## config.mk

```make
export PLATFORM = sky130hd
export DESIGN_NAME = crd_ctrl
export DESIGN_NICKNAME = d
export VERILOG_FILES = /design/src/hw/rtl/crd_pkg.sv /design/src/hw/rtl/crd_ctrl.sv
export SDC_FILE = /design/constraint.sdc
export NUM_CORES = 1
export LEC_CHECK = 0
export BUFFER_PORTS_ARGS = -buffer_cell sky130_fd_sc_hd__buf_2
export CAP_MARGIN = 0
export CORE_AREA = 2 2 39 41
export CTS_BUF_LIST = sky130_fd_sc_hd__clkbuf_8 sky130_fd_sc_hd__clkbuf_16
export DETAILED_ROUTE_END_ITERATION = 7
export DIE_AREA = 0 0 41 43
export GPL_TIMING_DRIVEN = 0
export PLACE_DENSITY = 0.67
export SYNTH_ARGS = -nofsm -noshare
export SYNTH_HDL_FRONTEND = slang
export SYNTH_SLANG_ARGS = --single-unit
```

## constraint.sdc

```tcl
create_clock -name clk -period 5.06 [get_ports clk]
set_input_delay 1.265 -clock clk [delete_from_list [all_inputs] [get_ports clk]]
set_output_delay 1.265 -clock clk [all_outputs]
set_load 0.05 [all_outputs]
```

## src/hw/rtl/crd_pkg.sv

```systemverilog
package crd_pkg;

    // Fixed field widths
    localparam int CFG_W   = 9;    // screen_width / screen_height registers
    localparam int COORD_W = 9;    // clamped coordinate, always below 511
    localparam int FIELD_W = 11;   // signed corner fields
    localparam int COLOR_W = 8;

    // Default screen store dimensions
    localparam int DEF_MAX_WIDTH  = 256;
    localparam int DEF_MAX_HEIGHT = 256;

    // Reset value of both geometry registers
    localparam logic [CFG_W-1:0] CFG_RESET = 9'd256;

    // Command codes
    typedef enum logic [1:0] {
        MODE_OUTLINE = 2'd0,
        MODE_FILL    = 2'd1,
        MODE_CLEAR   = 2'd2,
        MODE_READ    = 2'd3
    } mode_t;

    // Configuration register indexes
    typedef enum logic {
        REG_SCREEN_WIDTH  = 1'b0,
        REG_SCREEN_HEIGHT = 1'b1
    } reg_index_t;

    // Controller to datapath
    typedef struct packed {
        logic load;         // capture an accepted item
        logic setup;        // start address multiply, reset counters
        logic draw_step;    // write one rectangle pixel and advance
        logic clear_step;   // zero one pixel of the screen in use
        logic wipe_step;    // zero one pixel of the whole store
        logic read;         // read one pixel
        logic load_result;  // move the result into the output register
    } dp_cmd_t;

    // Datapath to controller
    typedef struct packed {
        mode_t mode;
        logic  drop;        // rectangle draws nothing
        logic  oor;         // read position outside the screen
        logic  row_end;     // last pixel of the current row
        logic  last_row;    // current row is the bottom one
        logic  clear_last;  // last pixel of a screen clear
        logic  wipe_last;   // last pixel of the store wipe
    } dp_status_t;

endpackage

```

## src/hw/rtl/crd_ctrl.sv

```systemverilog
module crd_ctrl
    import crd_pkg::*;
(
    input  logic       clk,
    input  logic       rst_n,
    input  logic       in_valid,
    output logic       in_stall,
    output logic       out_valid,
    input  logic       out_stall,
    input  dp_status_t status,
    output dp_cmd_t    cmd
);

    typedef enum logic [6:0] {
        ST_WIPE  = 7'b0000001,
        ST_IDLE  = 7'b0000010,
        ST_SETUP = 7'b0000100,
        ST_DRAW  = 7'b0001000,
        ST_CLEAR = 7'b0010000,
        ST_READ  = 7'b0100000,
        ST_DONE  = 7'b1000000
    } state_t;

    state_t state_reg, state_next;
    logic   out_valid_reg, out_valid_next;
    logic   accept;

    assign in_stall  = (state_reg != ST_IDLE);
    assign accept    = in_valid && !in_stall;
    assign out_valid = out_valid_reg;

    // Next state and datapath commands
    always_comb
    begin
        state_next = state_reg;
        cmd        = '0;
        unique case (state_reg)
            ST_WIPE:
            begin
                cmd.wipe_step = 1'b1;
                if (status.wipe_last)
                    state_next = ST_IDLE;
            end
            ST_IDLE:
            begin
                cmd.load = accept;
                if (accept)
                    state_next = ST_SETUP;
            end
            ST_SETUP:
            begin
                cmd.setup = 1'b1;
                unique case (status.mode)
                    MODE_OUTLINE, MODE_FILL:
                        state_next = status.drop ? ST_DONE : ST_DRAW;
                    MODE_CLEAR:
                        state_next = ST_CLEAR;
                    MODE_READ:
                        state_next = status.oor ? ST_DONE : ST_READ;
                    default:
                        state_next = ST_DONE;
                endcase
            end
            ST_DRAW:
            begin
                cmd.draw_step = 1'b1;
                if (status.row_end && status.last_row)
                    state_next = ST_DONE;
            end
            ST_CLEAR:
            begin
                cmd.clear_step = 1'b1;
                if (status.clear_last)
                    state_next = ST_DONE;
            end
            ST_READ:
            begin
                cmd.read   = 1'b1;
                state_next = ST_DONE;
            end
            ST_DONE:
            begin
                // output register free or being emptied this cycle
                if (!out_valid_reg || !out_stall)
                begin
                    cmd.load_result = 1'b1;
                    state_next      = ST_IDLE;
                end
            end
            default:
                state_next = ST_IDLE;
        endcase
    end

    // Output valid flag
    always_comb
    begin
        out_valid_next = out_valid_reg;
        if (cmd.load_result)
            out_valid_next = 1'b1;
        else if (out_valid_reg && !out_stall)
            out_valid_next = 1'b0;
    end

    always_ff @(posedge clk or negedge rst_n)
    begin
        if (!rst_n)
        begin
            state_reg     <= ST_WIPE;
            out_valid_reg <= 1'b0;
        end
        else
        begin
            state_reg     <= state_next;
            out_valid_reg <= out_valid_next;
        end
    end

    // A pending result is never overwritten
    a_no_overwrite: assert property (@(posedge clk) disable iff (!rst_n)
        cmd.load_result |-> (!out_valid_reg || !out_stall))
        else $error("result loaded over a stalled result");

    // An accepted item always goes through the setup cycle
    a_accept_setup: assert property (@(posedge clk) disable iff (!rst_n)
        accept |=> state_reg == ST_SETUP)
        else $error("accepted item skipped setup");

    // A drawing command ends in the result state
    a_draw_done: assert property (@(posedge clk) disable iff (!rst_n)
        (state_reg == ST_DRAW && status.row_end && status.last_row)
            |=> state_reg == ST_DONE)
        else $error("draw did not finish");

endmodule

```

==> flow_metrics.tcl <==
set metrics [dict create \
    drt_iter0_markers 24 \
    cp_slowest_stage_delay_ns 0.49 \
    period_needed_ns 3.47 \
    cpMaxStageDelayCell "or4b_4" \
    synth_cell_types 33 \
    dieArea_mm2 0.00176 \
    min_path_type "reg2reg" \
    internal_power_w 0.000209 \
    avgSynthCellArea_um2 8.86 \
    grt_pass1_vias 465 \
    power.leakage_nw 0.371 \
    vias 542 \
    holdWs_ns 0.523 \
    slew_headroom 0.656 \
    rows 14 \
    nets 99 \
    finClkSkew_ns 0.00523 \
    syn_area_um2 549 \
    core_area_mm2 0.00138 \
    postCtsSetupRepairBufs 0 \
    path_class "reg2out" \
    num_io_pins 21 \
    grt_max_degree 11 \
    cp-end-kind "output port" \
    largest_reg_flops 7 \
    synth_fp_nets 74 \
    p_switching_w 0.000168 \
    maxSlewViolCount 0 \
    setup_violations 0 \
    antenna_found_initial 0 \
    start_util 0.397 \
    ys_seq_elements 8 \
    area_growth_syn_to_layout_pct 30.1 \
    path_cells "clkbuf_1, or4_4, or4b_4, buf_6, nor2_1, buf_2" \
    rsz0062_at_grt "no" \
    critPathLaunchType "flop" \
    fin_ws_ns 1.59 \
    worstPathRequired_ns 3.80 \
    swShare 0.446 \
    status "finished clean" \
    post-place-ws_ns 1.84 \
    cts_made_buffers 3 \
    postCtsHoldBufs 0 \
    cts_tree "yes" \
    worst_slew_pin_slew_ns 0.512 \
    drc 0 \
    dp.final_hpwl_um 943 \
    cts-resized-gates 0 \
    final-hold-violation-count 0 \
    placedCellCount 98 \
    place_congestion 0.799 \
    critPathArrivalTime_ns 2.20 \
    peakVddDrop_mv 0.272 \
    diodes 0 \
    die_w_um 41 \
    clkTransAtPathRegs_ns 0.05 \
    max_freq_mhz 288 \
    wl_per_cell_um 12.3 \
    fin_cells 102 \
    postRouteAntennaNets 0 \
    pwr-share-comb 0.552 \
    ys_seq_area_frac 0.367 \
    clkPwrFrac 0.210 \
    setup_tns_ns 0 \
    fp.dieH_um 43 \
    clock_latency_ns 0.23 \
    overflow 0 \
    cellPowerDensity_mw_per_mm2 529 \
    portBuffers 20 \
    grt_use_total 0.161 \
    routed_via_density 5.31 \
    dr.pass1.iters 4 \
    clockRootBuffer "clkbuf_8" \
    htreeDepth 1 \
    ys_warn_count 0 \
    clock_sink_count 8 \
    drive_gt1_frac 0.384 \
    grt_pass1_wl_um 1980 \
    cts_buffer_depth 2 \
    drv_cap 0 \
    wl_um 1250 \
    min_period_over_period 0.685 \
    p_seq_frac 0.238 \
    critPathMaxFanout 9 \
    syn_inst 62 \
]
==> metal layers <==
| layer | global-route usage | wire, µm | vias to the layer above |
|---|---|---|---|
| met5 | 0 | 0 | - |
| met4 | 0.0400 | 17 | 0 |
| met3 | 0.0471 | 110 | 2 |
| met2 | 0.225 | 536 | 25 |
| met1 | 0.240 | 589 | 241 |
| li1 | - | - | 274 |
==> layout by cell type (no fill, tap or decap), types with 3 or more instances in the layout <==
cell type  count
buf_2         20
nor2_1         7
nand2_1        7
dfrtp_1        7
inv_1          4
nor3b_1        3
clkbuf_8       3
==> final timing paths <==
kind / from / end / slack, ns / depth (start not counted)
max: state_reg[2]$_DFFE_PN0P_ / cmd[6] / 1.59 / 6
min: out_valid$_DFFE_PN0P_ / out_valid$_DFFE_PN0P_ / 0.52 / 2
max reg2reg: state_reg[2]$_DFFE_PN0P_ / state_reg[1]$_DFFE_PN0P_ / 3.16 / 6
min reg2reg: out_valid$_DFFE_PN0P_ / out_valid$_DFFE_PN0P_ / 0.52 / 2
max in group asynchronous: rst_n / state_reg[0]$_DFFE_PN1P_ / 3.94 / 1
min in group asynchronous: rst_n / state_reg[6]$_DFFE_PN0P_ / 0.88 / 1
==> worst max-delay path: cells and delay by family, from the launching register on <==
kind,cells,cell delay (ns)
buf+inv,3,0.59
flops,1,0.35
simple gates,3,1.02
==> layout make-up <==
cell class / instances / area, µm²
Fill cell: 137 / 669
Multi-Input combinational cell: 46 / 295
Sequential cell: 8 / 201
Timing Repair Buffer: 20 / 100
Clock buffer: 3 / 41.3
Buffer: 5 / 41.3
Tap cell: 16 / 20.0
Inverter: 3 / 11.3
Clock inverter: 1 / 3.75
==> through the flow <==
step                instance area, µm²  utilization  power, W
floorplan                          549            -  0.000258
global placement                   669        0.484  0.000296
detailed placement                 669        0.484  0.000299
CTS                                714        0.516  0.000380
global route                       714        0.516  0.000401
finish                             714        0.516  0.000378
==> cell families (layout without fill, tap and decap cells) <==
group	after synthesis	after routing	share of synthesized area
and+or+nand+nor	33	33	0.371
DFF	8	8	0.367
AOI/OAI and AO/OA	12	12	0.150
buffers and inverters	8	32	0.0957
xor gates and xnor gates	1	1	0.0159
==> synth_stat cells <==
master,instances,share of area
a211oi_1,1,0.014
a21oi_1,2,0.018
a31oi_1,1,0.011
and4b_1,1,0.018
buf_4,2,0.027
buf_6,2,0.041
clkbuf_1,1,0.0068
dfrtp_1,7,0.32
dfstp_2,1,0.048
inv_1,3,0.020
nand2_1,7,0.048
nand2b_1,1,0.011
nand3_1,1,0.0091
nand3b_1,1,0.014
nand4_1,1,0.011
nand4_2,1,0.023
nand4b_1,1,0.016
nor2_1,7,0.048
nor2b_1,1,0.011
nor3_1,2,0.018
nor3b_1,3,0.041
nor4_1,2,0.023
nor4b_1,1,0.016
o2111ai_1,1,0.016
o21a_1,1,0.014
o21ai_0,2,0.018
o22ai_1,2,0.023
o22ai_2,1,0.023
o31ai_1,1,0.014
or4_4,1,0.020
or4b_2,1,0.018
or4b_4,1,0.025
xor2_1,1,0.016
==> power by group through the flow <==
stage / Clock [W] / Sequential [W] / Combinational, W
2_1_floorplan: 0 / 0.0000922 / 0.000166
3_3_place_gp: 0 / 0.0000901 / 0.000206
3_5_place_dp: 0 / 0.0000909 / 0.000209
4_1_cts: 0.0000806 / 0.0000902 / 0.000209
5_1_grt: 0.0000839 / 0.0000924 / 0.000225
6_report: 0.0000791 / 0.0000899 / 0.000209
Note: power is estimated with default switching activity, not from simulation.
